==> config.mk <==
export PLATFORM = sky130hd
export DESIGN_NAME = switched_led_fade_controller_flat
export DESIGN_NICKNAME = d
export VERILOG_FILES = /design/src/hw/rtl/slfc_pkg.sv /design/src/hw/rtl/slfc_in_if.sv /design/src/hw/rtl/slfc_out_if.sv /design/src/hw/rtl/slfc_cfg_if.sv /design/src/hw/rtl/switched_led_fade_controller.sv /design/src/flat_wrapper.sv
export SDC_FILE = /design/constraint.sdc
export NUM_CORES = 1
export LEC_CHECK = 0
export BUFFER_PORTS_ARGS = -buffer_cell sky130_fd_sc_hd__buf_2
export CAP_MARGIN = 30
export CORE_MARGIN = 5
export CORE_UTILIZATION = 55
export CTS_BUF_LIST = sky130_fd_sc_hd__clkbuf_4 sky130_fd_sc_hd__clkbuf_8
export DETAILED_ROUTE_END_ITERATION = 12
export GPL_TIMING_DRIVEN = 0
export PLACE_DENSITY = 0.71
export RECOVER_POWER = 50
export SYNTH_ARGS = -nofsm -noshare
export SYNTH_HDL_FRONTEND = slang
export SYNTH_SLANG_ARGS = --single-unit
==> constraint.sdc <==
create_clock -name clk -period 10.8 [get_ports clk]
set_input_delay 2.16 -clock clk [delete_from_list [all_inputs] [get_ports clk]]
set_output_delay 2.16 -clock clk [all_outputs]
set_load 0.02 [all_outputs]
==> src/hw/rtl/slfc_pkg.sv <==
// Shared types and constants for the switched LED fade controller.
// No dependencies; the output and configuration interfaces and the top level import it.
package slfc_pkg;

  localparam int CFG_IDX_W  = 3;
  localparam int CFG_DATA_W = 16;

  // Configuration register map.
  typedef enum logic [CFG_IDX_W-1:0] {
    CFG_DEBOUNCE_MS    = 3'd0,
    CFG_TOGGLE_MODE    = 3'd1,
    CFG_FADE_IN_MS     = 3'd2,
    CFG_FADE_OUT_MS    = 3'd3,
    CFG_FRAME_INTERVAL = 3'd4,
    CFG_MAX_BRIGHTNESS = 3'd5,
    CFG_RAINBOW_SPEED  = 3'd6,
    CFG_GAMMA_ENABLE   = 3'd7
  } cfg_idx_t;

  // Lamp state as reported on the result word.
  typedef enum logic [1:0] {
    ST_OFF      = 2'd0,
    ST_FADE_IN  = 2'd1,
    ST_ON       = 2'd2,
    ST_FADE_OUT = 2'd3
  } fade_state_t;

  localparam logic [7:0] LEVEL_FULL  = 8'd255;
  localparam logic [7:0] LEVEL_ZERO  = 8'd0;

  // Shared restoring divider: 24-bit dividend, 16-bit divisor.
  localparam int DIV_STEPS = 24;
  localparam int DIV_CNT_W = 5;

endpackage

==> src/hw/rtl/slfc_in_if.sv <==
// Input channel of the fade controller: one raw switch sample per word.
// Depends on nothing.
interface slfc_in_if ();
  logic valid;
  logic ready;
  logic switch_closed;

  modport source (output valid, output switch_closed, input ready);
  modport sink   (input valid, input switch_closed, output ready);
endinterface

==> src/hw/rtl/slfc_out_if.sv <==
// Result channel of the fade controller: brightness, level, state, hue and strip flags.
// Depends on slfc_pkg for the state type.
interface slfc_out_if import slfc_pkg::*; ();
  logic        valid;
  logic        ready;
  logic [7:0]  brightness;
  logic [7:0]  fade_level;
  fade_state_t mode_state;
  logic [7:0]  base_hue;
  logic        frame_refresh;
  logic        strip_power;

  modport source (output valid, output brightness, output fade_level, output mode_state,
                  output base_hue, output frame_refresh, output strip_power, input ready);
  modport sink   (input valid, input brightness, input fade_level, input mode_state,
                  input base_hue, input frame_refresh, input strip_power, output ready);
endinterface

==> src/hw/rtl/slfc_cfg_if.sv <==
// Configuration write channel of the fade controller: register index and data.
// Depends on slfc_pkg for the index type and data width.
interface slfc_cfg_if import slfc_pkg::*; ();
  logic                  valid;
  logic                  ready;
  cfg_idx_t              index;
  logic [CFG_DATA_W-1:0] data;

  modport source (output valid, output index, output data, input ready);
  modport sink   (input valid, input index, input data, output ready);
endinterface

==> src/hw/rtl/switched_led_fade_controller.sv <==
// Top level of the switched LED fade controller: debounce, fade sequencer, output register.
// Depends on slfc_pkg and the channel interfaces slfc_in_if, slfc_out_if, slfc_cfg_if.
//
//   channel   direction  word
//   sw_in     sink       switch_closed, one sample per millisecond tick
//   led_out   source     brightness, fade_level, mode_state, base_hue, frame_refresh, strip_power
//   cfg       sink       index, data; ready whenever reset is low
//
// A tick runs through the sequencer from acceptance to its result, using the one shared
// 24-step restoring divider, run once when a fade starts and once for a fade frame, and
// the 16x9 multiplier it shares the sequencer with, one product per sequencer state.
// Reset is synchronous and restores the register defaults and the off state.
// A result waits in the output register; only the last step stalls while it is not taken.
module switched_led_fade_controller import slfc_pkg::*; (
  input  logic       clk,
  input  logic       rst,
  slfc_in_if.sink    sw_in,
  slfc_out_if.source led_out,
  slfc_cfg_if.sink   cfg
);

  typedef enum logic [3:0] {
    S_IDLE, S_DUR_MUL, S_DUR_DIV, S_FRAME, S_P_MUL, S_P_DIV,
    S_SQ, S_CU, S_EASE, S_INTERP, S_GAMMA, S_DONE
  } seq_t;

  // Configuration registers.
  logic [15:0] debounce_ms;
  logic        toggle_mode;
  logic [15:0] rise_span;
  logic [15:0] fall_span;
  logic [9:0]  frame_interval_ms;
  logic [7:0]  max_brightness;
  logic [15:0] rainbow_speed;
  logic        gamma_enable;

  // Controller state.
  seq_t        seq;
  logic        stable_contact;
  logic        last_sample;
  logic [15:0] settle_count;
  logic        prev_stable;
  logic        toggle_desire;
  fade_state_t fade_state;
  logic [7:0]  level;
  logic [7:0]  start_level;
  logic [7:0]  target_level;
  logic [15:0] elapsed_ms;
  logic [15:0] fade_duration;
  logic [9:0]  frame_count;
  logic [15:0] hue_accum;
  logic        power_on;
  logic        frame_due;
  logic        refresh;

  // Work registers of the shared units.
  logic [7:0]           frac;
  logic [7:0]           sq;
  logic [7:0]           cu;
  logic [23:0]          div_quo;
  logic [15:0]          div_rem;
  logic [15:0]          div_dvs;
  logic [DIV_CNT_W-1:0] div_cnt;

  // Output register.
  logic        out_valid;
  logic [7:0]  out_bright;
  logic [7:0]  out_level;
  fade_state_t out_state;
  logic [7:0]  out_hue;
  logic        out_refresh;
  logic        out_power;

  // Tick front end.
  logic        sample;
  logic [15:0] settle_next;
  logic        stable_next;
  logic        toggle_next;
  logic        desire;
  logic [9:0]  frame_inc;
  logic        due_next;

  // Shared datapath.
  logic [15:0] mul_a;
  logic [8:0]  mul_b;
  logic [24:0] mul_p;
  logic [7:0]  scaled;
  logic [7:0]  diff;
  logic [16:0] div_trial;
  logic        div_bit;
  logic [15:0] div_rem_next;
  logic [23:0] div_quo_next;
  logic [9:0]  ease_raw;
  logic [15:0] full_ms;
  logic        fade_done;
  logic        accept;
  logic        out_load;

  assign accept   = sw_in.valid && sw_in.ready;
  assign out_load = (seq == S_DONE) && (!out_valid || led_out.ready);
  assign sw_in.ready = (seq == S_IDLE) && !rst;
  assign cfg.ready   = !rst;

  assign led_out.valid         = out_valid;
  assign led_out.brightness    = out_bright;
  assign led_out.fade_level    = out_level;
  assign led_out.mode_state    = out_state;
  assign led_out.base_hue      = out_hue;
  assign led_out.frame_refresh = out_refresh;
  assign led_out.strip_power   = out_power;

  // Debounce, desire and frame timing for the word being accepted.
  always_comb begin
    sample      = sw_in.switch_closed;
    settle_next = (settle_count != 16'hFFFF) ? settle_count + 16'd1 : settle_count;
    stable_next = stable_contact;
    if (sample != last_sample) begin
      settle_next = '0;
    end else if (settle_next >= debounce_ms) begin
      stable_next = sample;
    end
    toggle_next = toggle_desire ^ (stable_next && !prev_stable);
    desire      = toggle_mode ? toggle_next : stable_next;
    frame_inc   = (frame_count != 10'h3FF) ? frame_count + 10'd1 : frame_count;
    due_next    = (frame_inc >= frame_interval_ms);
  end

  assign diff      = (target_level > start_level) ? target_level - start_level
                                                  : start_level - target_level;
  assign full_ms   = (fade_state == ST_FADE_IN) ? rise_span : fall_span;
  assign fade_done = (fade_duration == 16'd0) || (elapsed_ms >= fade_duration);

  // Shared multiplier; the scaled form is (a * (b + 1)) >> 8 with an 8-bit a.
  always_comb begin
    unique case (seq)
      S_DUR_MUL: begin mul_a = full_ms;          mul_b = {1'b0, diff};           end
      S_P_MUL:   begin mul_a = elapsed_ms;       mul_b = {1'b0, LEVEL_FULL};     end
      S_SQ:      begin mul_a = {8'd0, frac};     mul_b = {1'b0, frac} + 9'd1;    end
      S_CU:      begin mul_a = {8'd0, sq};       mul_b = {1'b0, frac} + 9'd1;    end
      S_INTERP:  begin mul_a = {8'd0, diff};     mul_b = {1'b0, frac} + 9'd1;    end
      S_GAMMA:   begin mul_a = {8'd0, level};    mul_b = {1'b0, level} + 9'd1;   end
      S_DONE:    begin mul_a = {8'd0, max_brightness}; mul_b = {1'b0, sq} + 9'd1; end
      default:   begin mul_a = '0;               mul_b = '0;                     end
    endcase
  end
  assign mul_p  = {9'd0, mul_a} * {16'd0, mul_b};
  assign scaled = mul_p[15:8];

  // One restoring division step per cycle.
  always_comb begin
    div_trial    = {div_rem, div_quo[23]};
    div_bit      = (div_trial >= {1'b0, div_dvs});
    div_rem_next = div_bit ? 16'(div_trial - {1'b0, div_dvs}) : div_trial[15:0];
    div_quo_next = {div_quo[22:0], div_bit};
  end

  // Cubic ease: 3*sq - 2*cu, saturated when bit 8 is set.
  assign ease_raw = ({2'b00, sq} + {1'b0, sq, 1'b0}) - {1'b0, cu, 1'b0};

  always_ff @(posedge clk) begin
    if (rst) begin
      debounce_ms       <= 16'd50;
      toggle_mode       <= 1'b0;
      rise_span         <= 16'd3000;
      fall_span         <= 16'd3000;
      frame_interval_ms <= 10'd16;
      max_brightness    <= 8'd255;
      rainbow_speed     <= 16'd64;
      gamma_enable      <= 1'b1;
      seq               <= S_IDLE;
      stable_contact    <= 1'b0;
      last_sample       <= 1'b0;
      settle_count      <= '0;
      prev_stable       <= 1'b0;
      toggle_desire     <= 1'b0;
      fade_state        <= ST_OFF;
      level             <= '0;
      start_level       <= '0;
      target_level      <= '0;
      elapsed_ms        <= '0;
      fade_duration     <= '0;
      frame_count       <= '0;
      hue_accum         <= '0;
      power_on          <= 1'b0;
      frame_due         <= 1'b0;
      refresh           <= 1'b0;
      out_valid         <= 1'b0;
    end else begin
      if (cfg.valid) begin
        unique case (cfg.index)
          CFG_DEBOUNCE_MS:    debounce_ms       <= cfg.data;
          CFG_TOGGLE_MODE:    toggle_mode       <= cfg.data[0];
          CFG_FADE_IN_MS:     rise_span         <= cfg.data;
          CFG_FADE_OUT_MS:    fall_span         <= cfg.data;
          CFG_FRAME_INTERVAL: frame_interval_ms <= cfg.data[9:0];
          CFG_MAX_BRIGHTNESS: max_brightness    <= cfg.data[7:0];
          CFG_RAINBOW_SPEED:  rainbow_speed     <= cfg.data;
          CFG_GAMMA_ENABLE:   gamma_enable      <= cfg.data[0];
          default: ;
        endcase
      end

      if (out_load) begin
        out_valid <= 1'b1;
      end else if (led_out.ready) begin
        out_valid <= 1'b0;
      end

      unique case (seq)
        S_IDLE: begin
          if (accept) begin
            last_sample    <= sample;
            settle_count   <= settle_next;
            stable_contact <= stable_next;
            prev_stable    <= stable_next;
            toggle_desire  <= toggle_next;
            frame_due      <= due_next;
            frame_count    <= due_next ? 10'd0 : frame_inc;
            refresh        <= 1'b0;
            seq            <= S_FRAME;
            if (desire && (fade_state == ST_OFF || fade_state == ST_FADE_OUT)) begin
              if (fade_state == ST_OFF) begin
                power_on <= 1'b1;
              end
              start_level  <= level;
              target_level <= LEVEL_FULL;
              elapsed_ms   <= '0;
              fade_state   <= ST_FADE_IN;
              seq          <= S_DUR_MUL;
            end else if (!desire && (fade_state == ST_ON || fade_state == ST_FADE_IN)) begin
              start_level  <= level;
              target_level <= LEVEL_ZERO;
              elapsed_ms   <= '0;
              fade_state   <= ST_FADE_OUT;
              seq          <= S_DUR_MUL;
            end
          end
        end
        S_DUR_MUL: begin
          // Duration scaled by distance: full_ms * distance / 255.
          div_quo <= mul_p[23:0];
          div_rem <= '0;
          div_dvs <= {8'd0, LEVEL_FULL};
          div_cnt <= DIV_CNT_W'(DIV_STEPS - 1);
          seq     <= S_DUR_DIV;
        end
        S_DUR_DIV: begin
          div_quo <= div_quo_next;
          div_rem <= div_rem_next;
          div_cnt <= div_cnt - DIV_CNT_W'(1);
          if (div_cnt == '0) begin
            fade_duration <= div_quo_next[15:0];
            seq           <= S_FRAME;
          end
        end
        S_FRAME: begin
          seq <= S_GAMMA;
          if (frame_due && fade_state != ST_OFF) begin
            refresh <= 1'b1;
            if (fade_state == ST_FADE_OUT && fade_done) begin
              // Fade out ends: black frame, supply off, hue holds.
              level      <= target_level;
              fade_state <= ST_OFF;
              power_on   <= 1'b0;
            end else begin
              hue_accum <= hue_accum + rainbow_speed;
              if (fade_state == ST_FADE_IN && fade_done) begin
                level      <= target_level;
                fade_state <= ST_ON;
              end else if (fade_state != ST_ON) begin
                seq <= S_P_MUL;
              end
            end
          end
        end
        S_P_MUL: begin
          // Progress fraction: elapsed * 255 / duration, always below 255 here.
          div_quo <= mul_p[23:0];
          div_rem <= '0;
          div_dvs <= fade_duration;
          div_cnt <= DIV_CNT_W'(DIV_STEPS - 1);
          seq     <= S_P_DIV;
        end
        S_P_DIV: begin
          div_quo <= div_quo_next;
          div_rem <= div_rem_next;
          div_cnt <= div_cnt - DIV_CNT_W'(1);
          if (div_cnt == '0) begin
            frac <= div_quo_next[7:0];
            seq  <= S_SQ;
          end
        end
        S_SQ: begin
          sq  <= scaled;
          seq <= S_CU;
        end
        S_CU: begin
          cu  <= scaled;
          seq <= S_EASE;
        end
        S_EASE: begin
          frac <= ease_raw[8] ? LEVEL_FULL : ease_raw[7:0];
          seq  <= S_INTERP;
        end
        S_INTERP: begin
          level <= (target_level > start_level) ? start_level + scaled : start_level - scaled;
          seq   <= S_GAMMA;
        end
        S_GAMMA: begin
          if (elapsed_ms != 16'hFFFF) begin
            elapsed_ms <= elapsed_ms + 16'd1;
          end
          // sq now carries the brightness term: the gamma-corrected level, or the level itself when gamma is off.
          sq  <= gamma_enable ? scaled : level;
          seq <= S_DONE;
        end
        S_DONE: begin
          if (out_load) begin
            out_bright  <= (fade_state == ST_OFF) ? 8'd0 : scaled;
            out_level   <= level;
            out_state   <= fade_state;
            out_hue     <= hue_accum[15:8];
            out_refresh <= refresh;
            out_power   <= power_on;
            seq         <= S_IDLE;
          end
        end
        default: seq <= S_IDLE;
      endcase
    end
  end

endmodule
==> src/flat_wrapper.sv <==
// flat-port wrapper written by rule: the top's interface ports become plain ports
module switched_led_fade_controller_flat import slfc_pkg::*;
  (clk, rst, sw_in_valid, sw_in_switch_closed, sw_in_ready, led_out_valid, led_out_brightness, led_out_fade_level, led_out_mode_state, led_out_base_hue, led_out_frame_refresh, led_out_strip_power, led_out_ready, cfg_valid, cfg_index, cfg_data, cfg_ready);
  slfc_in_if sw_in_i ();
  slfc_out_if led_out_i ();
  slfc_cfg_if cfg_i ();
  input  logic clk;
  input  logic rst;
  input wire logic [$bits(sw_in_i.valid)-1:0] sw_in_valid;
  input wire logic [$bits(sw_in_i.switch_closed)-1:0] sw_in_switch_closed;
  output wire logic [$bits(sw_in_i.ready)-1:0] sw_in_ready;
  output wire logic [$bits(led_out_i.valid)-1:0] led_out_valid;
  output wire logic [$bits(led_out_i.brightness)-1:0] led_out_brightness;
  output wire logic [$bits(led_out_i.fade_level)-1:0] led_out_fade_level;
  output wire logic [$bits(led_out_i.mode_state)-1:0] led_out_mode_state;
  output wire logic [$bits(led_out_i.base_hue)-1:0] led_out_base_hue;
  output wire logic [$bits(led_out_i.frame_refresh)-1:0] led_out_frame_refresh;
  output wire logic [$bits(led_out_i.strip_power)-1:0] led_out_strip_power;
  input wire logic [$bits(led_out_i.ready)-1:0] led_out_ready;
  input wire logic [$bits(cfg_i.valid)-1:0] cfg_valid;
  input wire logic [$bits(cfg_i.index)-1:0] cfg_index;
  input wire logic [$bits(cfg_i.data)-1:0] cfg_data;
  output wire logic [$bits(cfg_i.ready)-1:0] cfg_ready;
  assign sw_in_i.valid = sw_in_valid;
  assign sw_in_i.switch_closed = sw_in_switch_closed;
  assign sw_in_ready = sw_in_i.ready;
  assign led_out_valid = led_out_i.valid;
  assign led_out_brightness = led_out_i.brightness;
  assign led_out_fade_level = led_out_i.fade_level;
  assign led_out_mode_state = led_out_i.mode_state;
  assign led_out_base_hue = led_out_i.base_hue;
  assign led_out_frame_refresh = led_out_i.frame_refresh;
  assign led_out_strip_power = led_out_i.strip_power;
  assign led_out_i.ready = led_out_ready;
  assign cfg_i.valid = cfg_valid;
  assign cfg_i.index = cfg_index;
  assign cfg_i.data = cfg_data;
  assign cfg_ready = cfg_i.ready;
  switched_led_fade_controller u_core (.clk(clk), .rst(rst), .sw_in(sw_in_i), .led_out(led_out_i), .cfg(cfg_i));
endmodule
==> results.cfg <==
[outcome]
status = finished with violations
failed_checks = capacitance limit, slew limit

[global_route]
antenna_found_initial = 1
grt_pass1_wl_mm = 96.05
overflow = 0
grt_max_degree = 29
grt_pass1_vias = 18100
grt_use_total_pct = 27.66

[setup_path]
crit_type = flip-flop to flip-flop
end_kind = flip-flop
cp_slowest_cell = dfxtp_1
worstPathArrival_ns = 10.86
crit_start = u_core.target_level[6]$_SDFFE_PP0P_
critPathRequiredTime_ns = 11.36
critPathMaxFanout = 13
max_stage_delay_ns = 0.74
reg2reg_from = u_core.target_level[6]$_SDFFE_PP0P_
start_kind = flip-flop

[clocking]
cts-buffers-inserted = 51
cts_tree = yes
clk_latency_ns = 0.65
cts_htree_levels = 2
cts.sink_count = 301
cts.path.max_buffers = 3
post-cts-setup-buffers = 0
cts-root-buf = clkbuf_8
clkTransAtPathRegs_ns = 0.07
ctsHoldBuffers = 0

[yosys]
syn_avg_cell_area_um2 = 8.740
async_flop_share_pct = 0
synth_top_family_by_area = adder cells
synth_common_cells = nand2_1, inv_1, dfxtp_1
synthMuxAreaShare_pct = 3.926
syn_inst = 2447
ys_seq_area_share_pct = 33.46
synth.largest_area_cell = dfxtp_1
syn_area_um2 = 21390
synth_compound_area_share_pct = 14.08
synth_cell_type_count = 87
yosys.area_share.simple_pct = 18.29
synth_most_common_cell = nand2_1
synth_seq_cells = 301
synth-adder-area-share_pct = 19.40
synth-edff-count = 113
synth_xor_area_share_pct = 4.423
synth_ff_type = dfxtp_1
synth_area_leaders = dfxtp_1, edfxtp_1, fa_1, ha_1, nand2_1
yosys.area.top_type_share_pct = 17.60
synth_warnings = 0

[drt]
wl_mm = 61.23
vias_per_cell = 5.790
wl_per_cell_um = 19.54
vias = 18150
drt_pass1_iterations = 5
drc = 0
ant_nets = 0
drt_iter0_markers = 1280

[pwr]
p_total_mw = 3.458
ir_drop_mv = 0.1408
power.leakage_nw = 9.681
powerDensity_nw_per_um2 = 147.1

[place]
globalplace.congestion = 0.9659
numPortBuffers = 52
dp_hpwl_mm = 47.81
post-place-ws_ns = 0.5033

[floorplanning]
rows = 72
die_y_um = 207.2
io_pins = 56
die_area_um2 = 42930
core_um2 = 38560
initial_core_util_pct = 55.47
die_w_um = 207.2

[min_path]
min_from = u_core.refresh$_SDFFE_PP0P_
hold_path_class = flip-flop to flip-flop

[timing]
fin_crit_ns = 10.31
setup_violations = 0
rsz0062_at_grt = false
fin_crit_sh_pct = 95.43
whs_ns = 0.4369
final_max_slew_viol_count = 6
tightestPinTransition_ns = 1.558
hold_violations = 0
setup_slack_ns = 0.4934
tns_ns = 0
maxSlewHeadroom_pct = -4.834
skew_ns = 0.03809
fmax_ghz = 0.09703

[job]
maxCapViolCount = 1

[finish]
syn2layout_area_growth_pct = 9.928
fin_util_pct = 60.97
layout.nets = 2863
final_layout_size_suffix_gt1_share_pct = 6.960
## final timing paths
path,to,slack [ns],depth (start not counted)
max,u_core.level[7]$_SDFFE_PP0P_,0.49,37
min reg2reg,u_core.led_out.frame_refresh$_DFFE_PP_,0.44,0
max reg2reg,u_core.level[7]$_SDFFE_PP0P_,0.49,37
min,u_core.led_out.frame_refresh$_DFFE_PP_,0.44,0
## logic make-up (layout without fill, tap and decap cells)
kind of cell	count (synthesis)	count (layout)
AOI/OAI and AO/OA	479	479
xor gates and xnor gates	108	108
adders and majority gates	265	265
buffers and inverters	347	510
DFF	301	301
muxes	83	83
other	2	8
and+or+nand+nor	862	862
## per-layer routing
layer	wire length, µm	global-route usage (%)
met1	25180	34.71
met2	29360	47.68
met3	3690	3.964
met4	3005	12.20
met5	0	0
## power by group
| group | internal [mW] | switching (mW) | leakage, nW |
|---|---|---|---|
| sequential | 1.30 | 0.0554 | 2.54 |
| combinational | 0.326 | 0.669 | 6.54 |
| clock | 0.617 | 0.491 | 0.594 |
| total | 2.24 | 1.22 | 9.68 |
## stage by stage
step / cells / instance area, µm²
after floorplan: 2452 / 21410
after detailed placement: 3038 / 22470
final: 3134 / 23510
after CTS: 3133 / 23580
after global routing: 3134 / 23510
after global placement: 3022 / 22310
## registers in the layout (all words and copies together), names as in the netlist, 16 cells and up
| name | cells |
|---|---|
| u_core.rise_span | 16 |
| u_core.fade_duration | 16 |
| u_core.fall_span | 16 |
| u_core.elapsed_ms | 16 |
| u_core.div_dvs | 16 |
| u_core.rainbow_speed | 16 |
| u_core.div_quo | 24 |
| u_core.debounce_ms | 16 |
| u_core.div_rem | 16 |
| u_core.settle_count | 16 |
| u_core.hue_accum | 16 |
## cell type report
cell class	count	area, µm²
clock buffer	81	1002
buffer	100	422.9
timing repair buffer	68	336.6
antenna	1	2.502
fill	3535	15050
tap	518	648.1
sequential	301	7157
inverter	247	927.1
clock inverter	14	108.9
multi-input combinational	1804	12900
## cells in the final DEF (no fill, tap or decap), drive strengths merged, types with 40 or more instances in the layout
master and n:
nand2 412, inv 249, clkbuf 190, dfxtp 188
a21oi 176, nor2 174, ha 154, edfxtp 113
fa 111, o21ai 102, mux2i 76, xnor2 68
buf 59, nand3 55, nor3 45, and2 43
xor2 40
## critical path, delay by kind of cell (launching register included)
kind            cells  cell delay (ns)
fa+ha+maj           8             3.52
buf+inv             6             1.06
xor+xnor            5             1.15
compound gates     11             2.04
flops               1             0.74
simple gates        7             1.70
## repair_timing
item | in CTS | in global routing
gates resized for setup | 0 | 1
endpoints found under the setup margin | 0 | 1
hold endpoints to repair | 0 | 0
Note: power is estimated with default switching activity, not from simulation.
